$ cat config.mk
export PLATFORM = sky130hd
export DESIGN_NAME = wav_deframe_boxcar_decimate
export DESIGN_NICKNAME = d
export VERILOG_FILES = /design/src/wdbd_pkg.sv /design/src/wdbd_ctrl.sv /design/src/wdbd_dpath.sv /design/src/wav_deframe_boxcar_decimate.sv
export SDC_FILE = /design/constraint.sdc
export NUM_CORES = 1
export LEC_CHECK = 0
export BUFFER_PORTS_ARGS = -buffer_cell sky130_fd_sc_hd__clkbuf_2
export CAP_MARGIN = 0
export CORE_ASPECT_RATIO = 0.8
export CORE_MARGIN = 2
export CORE_UTILIZATION = 39
export CTS_BUF_LIST = sky130_fd_sc_hd__clkbuf_16
export DETAILED_ROUTE_END_ITERATION = 7
export MAX_ROUTING_LAYER = met4
export PLACE_DENSITY = 0.64
export SLEW_MARGIN = 10
export SYNTH_ARGS = -nofsm -noshare
export SYNTH_HDL_FRONTEND = slang
export SYNTH_HIERARCHICAL = 1
export SYNTH_SLANG_ARGS = --single-unit
$ cat constraint.sdc
create_clock -name clk -period 23.5 [get_ports clk]
set_input_delay 3.525 -clock clk [delete_from_list [all_inputs] [get_ports clk]]
set_output_delay 3.525 -clock clk [all_outputs]
set_load 0.02 [all_outputs]
$ cat src/wdbd_pkg.sv
// ----------------------------------------------------------------------------
// wdbd_pkg
// Shared types and constants for the WAV deframer / boxcar decimator.
// ----------------------------------------------------------------------------
package wdbd_pkg;

  typedef struct packed {
    logic [7:0] file_byte;
    logic       end_of_file;
  } in_item_t;

  typedef struct packed {
    logic [7:0] sample;
    logic       is_status;
    logic [2:0] status;
    logic       last;
  } out_item_t;

  // Parser phases
  typedef enum logic [2:0] {
    PH_HEADER,
    PH_CKHDR,
    PH_BODY,
    PH_PAD,
    PH_HALT
  } parse_phase_t;

  // Result slot occupancy, controller state
  typedef enum logic [1:0] {
    RS_EMPTY,
    RS_SAMPLE,
    RS_STATUS,
    RS_BOTH
  } res_state_t;

  typedef struct packed {
    logic load;         // accept the current input item
    logic show_status;  // output register presents the status result
  } ctrl_cmd_t;

  typedef struct packed {
    logic smp_emit;     // current item closes a sample group
    logic sts_emit;     // current item is the last byte of the file
  } dp_stat_t;

  // Status codes
  localparam logic [2:0] ST_OK        = 3'd0;
  localparam logic [2:0] ST_SHORT     = 3'd1;
  localparam logic [2:0] ST_BAD_HDR   = 3'd2;
  localparam logic [2:0] ST_BAD_FMT   = 3'd3;
  localparam logic [2:0] ST_MISSING   = 3'd4;

  // Tags, little-endian: byte i sits at bits [8i+7:8i]
  localparam logic [31:0] RIFF_TAG = 32'h4646_4952;
  localparam logic [31:0] WAVE_TAG = 32'h4556_4157;
  localparam logic [31:0] FMT_TAG  = 32'h2074_6D66;
  localparam logic [31:0] DATA_TAG = 32'h6174_6164;

  localparam logic [5:0] MIN_FILE = 6'd44;
  localparam logic [4:0] FMT_MIN  = 5'd16;

  localparam int RECIP_SHIFT = 18;
  localparam int RECIP_W     = 19;

  // PCM, mono, 8 bits: check of the fixed bytes of a fmt body
  function automatic logic fmt_byte_ok(input logic [4:0] idx, input logic [7:0] b);
    logic ok;
    unique case (idx)
      5'd0, 5'd2:  ok = (b == 8'd1);
      5'd1, 5'd3:  ok = (b == 8'd0);
      5'd14:       ok = (b == 8'd8);
      5'd15:       ok = (b == 8'd0);
      default:     ok = 1'b1;
    endcase
    return ok;
  endfunction

  // ceil(2^18 / (fm1 + 1)); exact truncating quotient for sums below 4096
  function automatic logic [RECIP_W-1:0] recip_of(input logic [3:0] fm1);
    logic [RECIP_W-1:0] r;
    unique case (fm1)
      4'd0:  r = 19'd262144;
      4'd1:  r = 19'd131072;
      4'd2:  r = 19'd87382;
      4'd3:  r = 19'd65536;
      4'd4:  r = 19'd52429;
      4'd5:  r = 19'd43691;
      4'd6:  r = 19'd37450;
      4'd7:  r = 19'd32768;
      4'd8:  r = 19'd29128;
      4'd9:  r = 19'd26215;
      4'd10: r = 19'd23832;
      4'd11: r = 19'd21846;
      4'd12: r = 19'd20165;
      4'd13: r = 19'd18725;
      4'd14: r = 19'd17477;
      4'd15: r = 19'd16384;
      default: r = 19'd262144;
    endcase
    return r;
  endfunction

endpackage

$ cat src/wdbd_ctrl.sv
// ----------------------------------------------------------------------------
// wdbd_ctrl
// Handshake controller: tracks which result slots are held and when the
// next input byte may be taken.
// ----------------------------------------------------------------------------
module wdbd_ctrl (
  input  logic                clk,
  input  logic                rst_n,
  input  logic                in_valid,
  output logic                in_ready,
  output logic                out_valid,
  input  logic                out_ready,
  input  wdbd_pkg::dp_stat_t  stat,
  output wdbd_pkg::ctrl_cmd_t cmd
);
  import wdbd_pkg::*;

  res_state_t state_r, state_nxt;
  res_state_t left;
  logic       take;
  logic       accept;

  always_ff @(posedge clk) begin
    if (!rst_n) begin
      state_r <= RS_EMPTY;
    end else begin
      state_r <= state_nxt;
    end
  end

  always_comb begin
    out_valid = (state_r != RS_EMPTY);
    take      = out_valid && out_ready;

    // slots still held after this cycle's output transfer
    unique case (state_r)
      RS_EMPTY:  left = RS_EMPTY;
      RS_SAMPLE: left = take ? RS_EMPTY  : RS_SAMPLE;
      RS_STATUS: left = take ? RS_EMPTY  : RS_STATUS;
      RS_BOTH:   left = take ? RS_STATUS : RS_BOTH;
    endcase

    in_ready = (left == RS_EMPTY);
    accept   = in_valid && in_ready;

    state_nxt = left;
    if (accept) begin
      unique case ({stat.smp_emit, stat.sts_emit})
        2'b00: state_nxt = RS_EMPTY;
        2'b10: state_nxt = RS_SAMPLE;
        2'b01: state_nxt = RS_STATUS;
        2'b11: state_nxt = RS_BOTH;
      endcase
    end

    cmd.load        = accept;
    cmd.show_status = (state_r == RS_STATUS);
  end

endmodule

$ cat src/wdbd_dpath.sv
// ----------------------------------------------------------------------------
// wdbd_dpath
// Parser and decimator datapath: walks RIFF chunks, checks fmt, averages
// data bytes and holds the sample and status results.
// ----------------------------------------------------------------------------
module wdbd_dpath #(
  parameter int MAX_FACTOR = 8
) (
  input  logic                clk,
  input  logic                rst_n,
  input  wdbd_pkg::in_item_t  in_data,
  input  logic                cfg_we,
  input  logic [3:0]          cfg_data,
  input  wdbd_pkg::ctrl_cmd_t cmd,
  output wdbd_pkg::dp_stat_t  stat,
  output wdbd_pkg::out_item_t out_data
);
  import wdbd_pkg::*;

  localparam int F_W    = $clog2(MAX_FACTOR + 1);
  localparam int SUM_W  = $clog2(MAX_FACTOR * 255 + 1);
  localparam int PROD_W = SUM_W + RECIP_W;

  parse_phase_t      phase_r, phase_nxt;
  logic [3:0]        fi_r, fi_nxt;
  logic [31:0]       tag_r, tag_nxt;
  logic [31:0]       rem_r, rem_nxt;
  logic [4:0]        fmti_r, fmti_nxt;
  logic              fmt_ok_r, fmt_ok_nxt;
  logic              data_r, data_nxt;
  logic [2:0]        err_r, err_nxt;
  logic [5:0]        bytes_r, bytes_nxt;
  logic [SUM_W-1:0]  sum_r, sum_nxt;
  logic [F_W-1:0]    cnt_r, cnt_nxt;
  logic [3:0]        factor_r;
  logic [7:0]        sample_r;
  logic [2:0]        status_r;

  logic [7:0]        b;
  logic [F_W-1:0]    eff_f;
  logic [F_W-1:0]    cnt_inc;
  logic [SUM_W-1:0]  sum_add;
  logic [PROD_W-1:0] prod;
  logic [31:0]       len_full;
  logic [2:0]        sts_code;
  logic              smp_emit;

  assign b = in_data.file_byte;

  // clamp the factor into 1..MAX_FACTOR
  always_comb begin
    if (factor_r == 4'd0) begin
      eff_f = F_W'(1);
    end else if (int'(factor_r) > MAX_FACTOR) begin
      eff_f = F_W'(MAX_FACTOR);
    end else begin
      eff_f = F_W'(factor_r);
    end
  end

  assign cnt_inc  = cnt_r + F_W'(1);
  assign sum_add  = sum_r + SUM_W'(b);
  assign prod     = PROD_W'(sum_add) * PROD_W'(recip_of(4'(eff_f - F_W'(1))));
  assign len_full = {b, rem_r[23:0]};

  always_comb begin
    phase_nxt  = phase_r;
    fi_nxt     = fi_r;
    tag_nxt    = tag_r;
    rem_nxt    = rem_r;
    fmti_nxt   = fmti_r;
    fmt_ok_nxt = fmt_ok_r;
    data_nxt   = data_r;
    err_nxt    = err_r;
    sum_nxt    = sum_r;
    cnt_nxt    = cnt_r;
    smp_emit   = 1'b0;
    sts_code   = ST_OK;
    bytes_nxt  = (bytes_r < MIN_FILE) ? bytes_r + 6'd1 : bytes_r;

    unique case (phase_r)
      PH_HEADER: begin
        if ((fi_r < 4'd4 && b != RIFF_TAG[{fi_r[1:0], 3'b000} +: 8]) ||
            (fi_r >= 4'd8 && b != WAVE_TAG[{fi_r[1:0], 3'b000} +: 8])) begin
          err_nxt   = ST_BAD_HDR;
          phase_nxt = PH_HALT;
        end else if (fi_r == 4'd11) begin
          phase_nxt = PH_CKHDR;
          fi_nxt    = 4'd0;
        end else begin
          fi_nxt = fi_r + 4'd1;
        end
      end
      PH_CKHDR: begin
        if (!fi_r[2]) begin
          if (fi_r[1:0] == 2'd0) begin
            tag_nxt = {24'd0, b};
          end else begin
            tag_nxt[{fi_r[1:0], 3'b000} +: 8] = b;
          end
        end else begin
          if (fi_r[1:0] == 2'd0) begin
            rem_nxt = {24'd0, b};
          end else begin
            rem_nxt[{fi_r[1:0], 3'b000} +: 8] = b;
          end
        end
        if (fi_r == 4'd7) begin
          fmti_nxt = (tag_r == FMT_TAG && len_full >= 32'(FMT_MIN)) ? 5'd0 : FMT_MIN;
          if (tag_r == DATA_TAG && fmt_ok_r) begin
            data_nxt = 1'b1;
          end
          sum_nxt = '0;
          cnt_nxt = '0;
          if (len_full == 32'd0) begin
            phase_nxt = PH_CKHDR;
            fi_nxt    = 4'd0;
          end else begin
            phase_nxt = PH_BODY;
            fi_nxt    = {3'd0, len_full[0]};  // odd length: pad byte follows
          end
        end else begin
          fi_nxt = fi_r + 4'd1;
        end
      end
      PH_BODY: begin
        if (fmti_r < FMT_MIN && !fmt_byte_ok(fmti_r, b)) begin
          err_nxt   = ST_BAD_FMT;
          phase_nxt = PH_HALT;
        end else begin
          if (fmti_r < FMT_MIN) begin
            fmti_nxt = fmti_r + 5'd1;
            if (fmti_r == FMT_MIN - 5'd1) begin
              fmt_ok_nxt = 1'b1;
            end
          end else if (tag_r == DATA_TAG && data_r && fmt_ok_r) begin
            if (cnt_inc >= eff_f) begin
              smp_emit = 1'b1;
              sum_nxt  = '0;
              cnt_nxt  = '0;
            end else begin
              sum_nxt = sum_add;
              cnt_nxt = cnt_inc;
            end
          end
          rem_nxt = rem_r - 32'd1;
          if (rem_r == 32'd1) begin
            // end of chunk: drop any partial group
            sum_nxt   = '0;
            cnt_nxt   = '0;
            phase_nxt = (fi_r != 4'd0) ? PH_PAD : PH_CKHDR;
            fi_nxt    = 4'd0;
          end
        end
      end
      PH_PAD: begin
        phase_nxt = PH_CKHDR;
        fi_nxt    = 4'd0;
      end
      PH_HALT: begin
      end
      default: begin
        phase_nxt = PH_HALT;
      end
    endcase

    if (in_data.end_of_file) begin
      priority if (bytes_nxt < MIN_FILE) begin
        sts_code = ST_SHORT;
      end else if (err_nxt != ST_OK) begin
        sts_code = err_nxt;
      end else if (!fmt_ok_nxt || !data_nxt) begin
        sts_code = ST_MISSING;
      end else begin
        sts_code = ST_OK;
      end
      // return to the start of a new file
      phase_nxt  = PH_HEADER;
      fi_nxt     = 4'd0;
      tag_nxt    = '0;
      rem_nxt    = '0;
      fmti_nxt   = 5'd0;
      fmt_ok_nxt = 1'b0;
      data_nxt   = 1'b0;
      err_nxt    = ST_OK;
      bytes_nxt  = 6'd0;
      sum_nxt    = '0;
      cnt_nxt    = '0;
    end
  end

  assign stat.smp_emit = smp_emit;
  assign stat.sts_emit = in_data.end_of_file;

  always_ff @(posedge clk) begin
    if (!rst_n) begin
      phase_r  <= PH_HEADER;
      fi_r     <= 4'd0;
      tag_r    <= '0;
      rem_r    <= '0;
      fmti_r   <= 5'd0;
      fmt_ok_r <= 1'b0;
      data_r   <= 1'b0;
      err_r    <= ST_OK;
      bytes_r  <= 6'd0;
      sum_r    <= '0;
      cnt_r    <= '0;
      factor_r <= 4'd1;
    end else begin
      if (cmd.load) begin
        phase_r  <= phase_nxt;
        fi_r     <= fi_nxt;
        tag_r    <= tag_nxt;
        rem_r    <= rem_nxt;
        fmti_r   <= fmti_nxt;
        fmt_ok_r <= fmt_ok_nxt;
        data_r   <= data_nxt;
        err_r    <= err_nxt;
        bytes_r  <= bytes_nxt;
        sum_r    <= sum_nxt;
        cnt_r    <= cnt_nxt;
      end
      if (cfg_we) begin
        factor_r <= cfg_data;
      end
    end
  end

  // result payload
  always_ff @(posedge clk) begin
    if (cmd.load && smp_emit) begin
      sample_r <= prod[RECIP_SHIFT +: 8];
    end
    if (cmd.load && in_data.end_of_file) begin
      status_r <= sts_code;
    end
  end

  always_comb begin
    out_data.sample    = cmd.show_status ? 8'd0 : sample_r;
    out_data.is_status = cmd.show_status;
    out_data.status    = cmd.show_status ? status_r : ST_OK;
    out_data.last      = cmd.show_status;
  end

endmodule

$ cat src/wav_deframe_boxcar_decimate.sv
// ----------------------------------------------------------------------------
// wav_deframe_boxcar_decimate
// RIFF/WAVE byte-stream parser with boxcar decimation of 8-bit PCM data.
// ----------------------------------------------------------------------------
// Usage:
//   in_*  : one file byte per transfer, end_of_file marks the last byte.
//   out_* : averaged samples (is_status 0), then one status result with
//           last set after the end-of-file byte.
//   cfg_* : writes the 4-bit decimation factor (reset 1); write only while
//           no item is in flight. cfg_ready is always high.
// Timing: a result appears in the output register in the cycle after the byte
//   that caused it. Throughput: one byte per cycle while out_ready is high;
//   the end-of-file byte that also closes a group yields two results and
//   holds off the next byte until the status result goes out.
// Stall: two result slots sit behind the output; in_ready drops while a
//   result is still held after the current output transfer.
// Reset: synchronous, active low; the parser returns to the file header
//   and the result slots empty. The parser also restarts after every
//   end-of-file byte.
// ----------------------------------------------------------------------------
module wav_deframe_boxcar_decimate #(
  parameter int MAX_FACTOR = 8
) (
  input  logic                clk,
  input  logic                rst_n,
  input  logic                in_valid,
  output logic                in_ready,
  input  wdbd_pkg::in_item_t  in_data,
  output logic                out_valid,
  input  logic                out_ready,
  output wdbd_pkg::out_item_t out_data,
  input  logic                cfg_valid,
  output logic                cfg_ready,
  input  logic [3:0]          cfg_data
);
  import wdbd_pkg::*;

  ctrl_cmd_t cmd;
  dp_stat_t  stat;

  assign cfg_ready = 1'b1;

  wdbd_ctrl u_ctrl (
    .clk       (clk),
    .rst_n     (rst_n),
    .in_valid  (in_valid),
    .in_ready  (in_ready),
    .out_valid (out_valid),
    .out_ready (out_ready),
    .stat      (stat),
    .cmd       (cmd)
  );

  wdbd_dpath #(
    .MAX_FACTOR (MAX_FACTOR)
  ) u_dpath (
    .clk      (clk),
    .rst_n    (rst_n),
    .in_data  (in_data),
    .cfg_we   (cfg_valid && cfg_ready),
    .cfg_data (cfg_data),
    .cmd      (cmd),
    .stat     (stat),
    .out_data (out_data)
  );

endmodule

After elaboration in Yosys (flattened, before gate mapping) --
Memory sizes are Yosys's and may differ from the RTL's. Cells that the tools add are included.
Cells by class: add/subtract/negate cells 8, multipliers 1, order comparisons 8, equal/unequal tests 36, shift-type cells 4, mux-type cells 85, bitwise gates (word level) 1, reduce and logical (&&, ||, !) cells 40
Operators with widths (count):
- $mux W32 | 8
- $mux W11 | 7
- $bwmux W32 | 2
- $pmux W32 S2 | 1
- $shiftx A32 B6 Y8 const A | 2
- $mux W4 | 15
- $mux W3 | 12
- $eq A32 B1 Y1 const B | 1
- $eq A32 B30 Y1 const B | 1
- $eq A32 B31 Y1 const B | 1
- $ge A32 B5 Y1 const B | 1
- $logic_not A32 Y1 | 1
- $shift A8 B7 Y32 const A | 1
- $shiftx A8 B7 Y32 | 1
- $sub A32 B1 Y32 const B | 1
- $mul A11 B19 Y26 | 1
- $mux W5 | 5
- $pmux W11 S2 | 1
- $mux W1 | 19
- $ne A8 B8 Y1 | 2
- $pmux W2 S4 | 2
- $pmux W4 S4 | 1
- $pmux W3 S5 | 1
- $reduce_and A5 Y1 | 3
- other kinds (54) | 93
Word-level totals: flip-flop bits (word level) 119, bits in read-only memories 304, input port bits 18, output and inout bits 16, word-level logic and storage cells 200, memories kept 1
Memories:
- (no name shown) | words 16, bits a word 19, read ports 1, clocked after memory_dff 0, wr ports 0, line wdbd_pkg.sv:81 | unique case (fm1)

Logic depth before layout (Yosys ltp) --
depth in word-level cells 13, depth in mapped cells 32, mapped depth without buffers 31

Cells and area by module --
The synthesis kept the hierarchy.
By module, submodules not included:
- wdbd_dpath | times used 1, cells each 1568, area each 12650.9 um2, seq. area each 2452.4 um2
- wdbd_ctrl | times used 1, cells each 16, area each 135.1 um2, seq. area each 40.0 um2
- wav_deframe_boxcar_decimate | times used 1, cells each 2, area each 11.3 um2, seq. area each 0.0 um2

Worst setup path after synthesis --
Ideal clock, no wire load.
kind input to register, start input in_data[2] in the netlist's numbering, end register u_dpath.sample_r[7] (data pin), setup time 0.264 ns, data arrival time 10.764 ns, data required time 23.236 ns, path slack 12.473 ns, stages on the path 31, path buffers 2, path through clkbuf_1 -> inv_1 -> fa_1 -> nor2b_1 -> o21ai_0 -> a21boi_0 -> o21a_1 -> o21ai_0 -> a211oi_1 -> xnor2_1 -> clkbuf_1 -> nor3_1 -> inv_1 -> fa_1 -> fa_1 -> inv_1 -> fa_1 -> fa_1 -> inv_1 -> fa_1 -> inv_1 -> ha_1 -> a211o_1 -> nor3_1 -> a211oi_2 -> nor4_1 -> or4_1 -> nand4_2 -> o31ai_2 -> xnor2_2 -> xnor2_1
Between the ends: longest elaborated chain between the ends 2
RTL lines:
- start, declared | line wav_deframe_boxcar_decimate.sv:28 | input wdbd_pkg::in_item_t in_data,
- $add A11 B8 Y11 | line wdbd_dpath.sv:62 | assign sum_add = sum_r + SUM_W'(b);
- $mul A11 B19 Y26 | line wdbd_dpath.sv:63 | assign prod = PROD_W'(sum_add) * PROD_W'(recip_of(4'(eff_f - F_W'(1))));
- named net u_dpath.prod[25] | line wdbd_dpath.sv:43 | logic [PROD_W-1:0] prod;
- end signal, assigned | line wdbd_dpath.sv:232 | sample_r <= prod[RECIP_SHIFT +: 8];
- end, declared | line wdbd_dpath.sv:36 | logic [7:0] sample_r;
The timed path passes the listed nets, and every way through them passes these cells. A chain may end at the register's enable or synchronous reset.

Worst setup path in the final report --
start input in_data[1] in the netlist's numbering, end register u_dpath.sample_r[7] (data pin)
The elaborated chain is that of the path after synthesis.

==> flow_metrics.py <==
metrics = {
    "status": {
        "status": "completed",
    },
    "finish": {
        "nNetsFinal": 1817,
        "drive_above_1_share_pct": 7.26,
        "ff_latch_area_um2": 2490,
        "design_area_um2": 13800,
        "multi_input_area_um2": 9070,
        "fillers": 3269,
        "diodes": 0,
        "areaGrowthSynthToFinish_pct": 8.13,
    },
    "global_routing": {
        "grt_pass1_wl_um": 59300,
        "grt_max_degree": 78,
        "antenna_found_initial": 0,
        "track_usage_pct": 22.7,
        "first_global_vias": 11000,
        "grt_overflow": 0,
    },
    "power_and_ir_drop": {
        "pwr_density_cell_nw_per_um2": 52.0,
        "p_leak_nw": 6.25,
        "ir_worst_vdd_mv": 0.0479,
    },
    "timing": {
        "setup_viol_count_final": 0,
        "clock_skew_ps": 12.2,
        "drv_slew": 0,
        "worst_pin_slew_ps": 1200,
        "tns_ps": 0,
        "hold_violations": 0,
        "relSlewSlack_pct": 20.1,
        "rsz0062_at_grt": "false",
        "max_clock_freq_mhz": 87.6,
        "period_share_pct": 48.6,
        "timing.final.crit_period_ps": 11410,
    },
    "worst_setup_path": {
        "required_ps": 23660,
        "critPathKind": "input port to flip-flop",
        "arrival_ps": 11570,
        "cpPeakStageDelay_ps": 640,
        "cpMostUsedCell": "fa_1",
        "path_max_fanout": 15,
        "end_kind": "flip-flop",
        "startpoint_type": "input port",
        "critPathSlowestCell": "xnor2_1",
    },
    "placement": {
        "gp_congestion": 0.971,
        "hpwl_um": 27100,
        "postPlaceCellArea_um2": 13300,
        "portBuffers": 32,
    },
    "clock_network": {
        "cts_root_buffer": "clkbuf_16",
        "numClockSinks": 119,
        "cts_max_level": 4,
        "cts_resized": 0,
        "post-cts-setup-buffers": 0,
        "clk-insertion-delay-late_ps": 430,
        "cts_inserted_buffers": 17,
        "cts_max_path_buffers": 2,
        "cts_tree": "done",
        "clk_pin_slew_ps": 50,
        "holdBufCountCts": 0,
    },
    "yosys": {
        "synth_top_area_share_pct": 23.0,
        "synth_fp_nets": 1831,
        "synth_top_area_cell": "fa_1",
        "ys_seq_elements": 119,
        "async_reset_ff_share_pct": 0,
        "synth.distinct_cells": 81,
        "syn_area_um2": 12800,
        "yosys_warnings": 6,
        "netlist_instances": 1586,
        "syn_avg_cell_area_um2": 8.07,
        "synth_flop_cell": "dfxtp_1",
        "synth-edff-count": 11,
        "ys_seq_area_share_pct": 19.5,
        "synthTopCellsByArea": "fa_1, dfxtp_1, ha_1",
    },
    "route": {
        "vias": 11200,
        "via_per_inst": 5.56,
        "first_iter_violations": 1035,
        "antenna_left": 0,
        "remaining_drc_errors": 0,
        "wl_per_cell_um": 18.1,
        "drt_wl_total_um": 36500,
        "dr.pass1.iters": 5,
    },
    "floorplan": {
        "start_util_pct": 39.5,
        "row_count": 59,
        "ios": 34,
        "fp.dieH_um": 166,
        "die-area_um2": 34300,
        "die_x_um": 207,
        "core-area_um2": 32400,
    },
    "hold_path": {
        "min_path_type": "flip-flop to flip-flop",
    },
    "job": {
        "maxCapViolCount": 0,
    },
}
[state kept, by name, indices dropped and copies added (netlist names)]
signal,flops
u_dpath/bytes_r,6
u_dpath/sample_r,8
u_dpath/fmti_r,5
u_dpath/tag_r,32
u_dpath/cnt_r,4
u_ctrl/state_r,2
u_dpath/err_r,3
u_dpath/sum_r,11
u_dpath/status_r,3
u_dpath/fmt_ok_r,1
u_dpath/data_r,1
u_dpath/factor_r,4
u_dpath/fi_r,4
u_dpath/phase_r,3
u_dpath/rem_r,32
[metrics by stage]
step           std cells  setup WS, ps  power, mW  util, %  hold WS, ps
3_3_place_gp        1980         11950      0.474     41.0          442
4_1_cts             2012         12180      0.724     42.7          458
3_5_place_dp        1980         11800      0.478     41.0          449
5_1_grt             2012         11450      0.773     42.7          472
6_report            2012         12090      0.720     42.7          459
2_1_floorplan       1586         12470      0.412        -          432
[kinds of logic after synthesis]
kind of cell,count (synthesis),share of synthesized area [%]
AOI/OAI and AO/OA,283,14.5
xor gates and xnor gates,32,2.25
adders and majority gates,227,30.8
buffers and inverters,322,9.75
DFF,119,19.5
muxes,19,1.49
other,1,0.0293
and+or+nand+nor,583,21.7
[final cells by class]
class | count | area share [%]
Multi-Input combinational cell | 1145 | 65.6
Sequential cell | 119 | 18.0
Inverter | 237 | 6.43
Tap cell | 427 | 3.86
Clock buffer | 17 | 3.07
Timing Repair Buffer | 52 | 2.24
Clock inverter | 15 | 0.832
[worst max-delay path, delay by kind of cell]
family                     cells  cell delay, ps
AOI/OAI and AO/OA              6            1420
and+or+nand+nor                7            1530
buffers and inverters          5             570
xor gates and xnor gates       3             910
adders and majority gates      8            3600
[metal layers]
metal	wire length, um	GRT usage (%)	vias to the layer above
met3	3980	6.38	37
met4	382	4.41	0
met5	0	-	-
met1	17000	33.1	5444
li1	-	-	5200
met2	15200	31.4	498
[cell usage after synthesis (8+ instances only)]
library cell / count
a21o_1: 11
a21oi_1: 109
a22oi_1: 13
a31oi_1: 13
a32oi_1: 8
and2_1: 23
and3_1: 15
clkbuf_1: 69
dfxtp_1: 108
edfxtp_1: 11
fa_1: 147
ha_1: 80
inv_1: 237
mux2i_1: 19
nand2_1: 163
nand2b_1: 17
nand3_1: 30
nand3b_1: 8
nand4_1: 14
nor2_1: 196
nor2b_1: 19
nor3_1: 34
nor4_1: 14
o21ai_0: 41
o21ai_1: 8
o221a_2: 14
or3_1: 10
xnor2_1: 18
xor2_1: 13
[where the power goes]
| part | internal, mW | switching [mW] |
|---|---|---|
| registers | 0.212 | 0.00554 |
| clock network | 0.143 | 0.0989 |
| logic | 0.0935 | 0.166 |
[worst paths after layout]
kind	endpoint	slack (ps)	cells past startpoint	from
setup / recovery	u_dpath/sample_r[7]	12090	29	in_data[1]
hold / removal	u_dpath/tag_r[22]	460	2	u_dpath/tag_r[22]
setup reg to reg	u_dpath/sample_r[7]	14020	28	u_dpath/factor_r[1]
hold reg to reg	u_dpath/tag_r[22]	460	2	u_dpath/tag_r[22]
[placed cells by master (no fill, tap or decap), types with 13 or more instances in the layout]
| cell type | n |
|---|---|
| xnor2_1 | 18 |
| and2_1 | 23 |
| a21oi_1 | 108 |
| clkbuf_2 | 32 |
| fa_1 | 147 |
| nor2_1 | 196 |
| nor4_1 | 13 |
| clkbuf_16 | 17 |
| nand2b_1 | 17 |
| o221a_2 | 14 |
| a31oi_1 | 13 |
| ha_1 | 80 |
| dfxtp_1 | 108 |
| and3_1 | 15 |
| xor2_1 | 13 |
| nand2_1 | 163 |
| inv_1 | 238 |
| o21ai_0 | 41 |
| nor2b_1 | 19 |
| mux2i_1 | 19 |
| nand4_1 | 14 |
| a22oi_1 | 13 |
| buf_4 | 20 |
| nor3_1 | 34 |
| nand3_1 | 30 |
No activity file was read; power rests on OpenSTA's default activity.
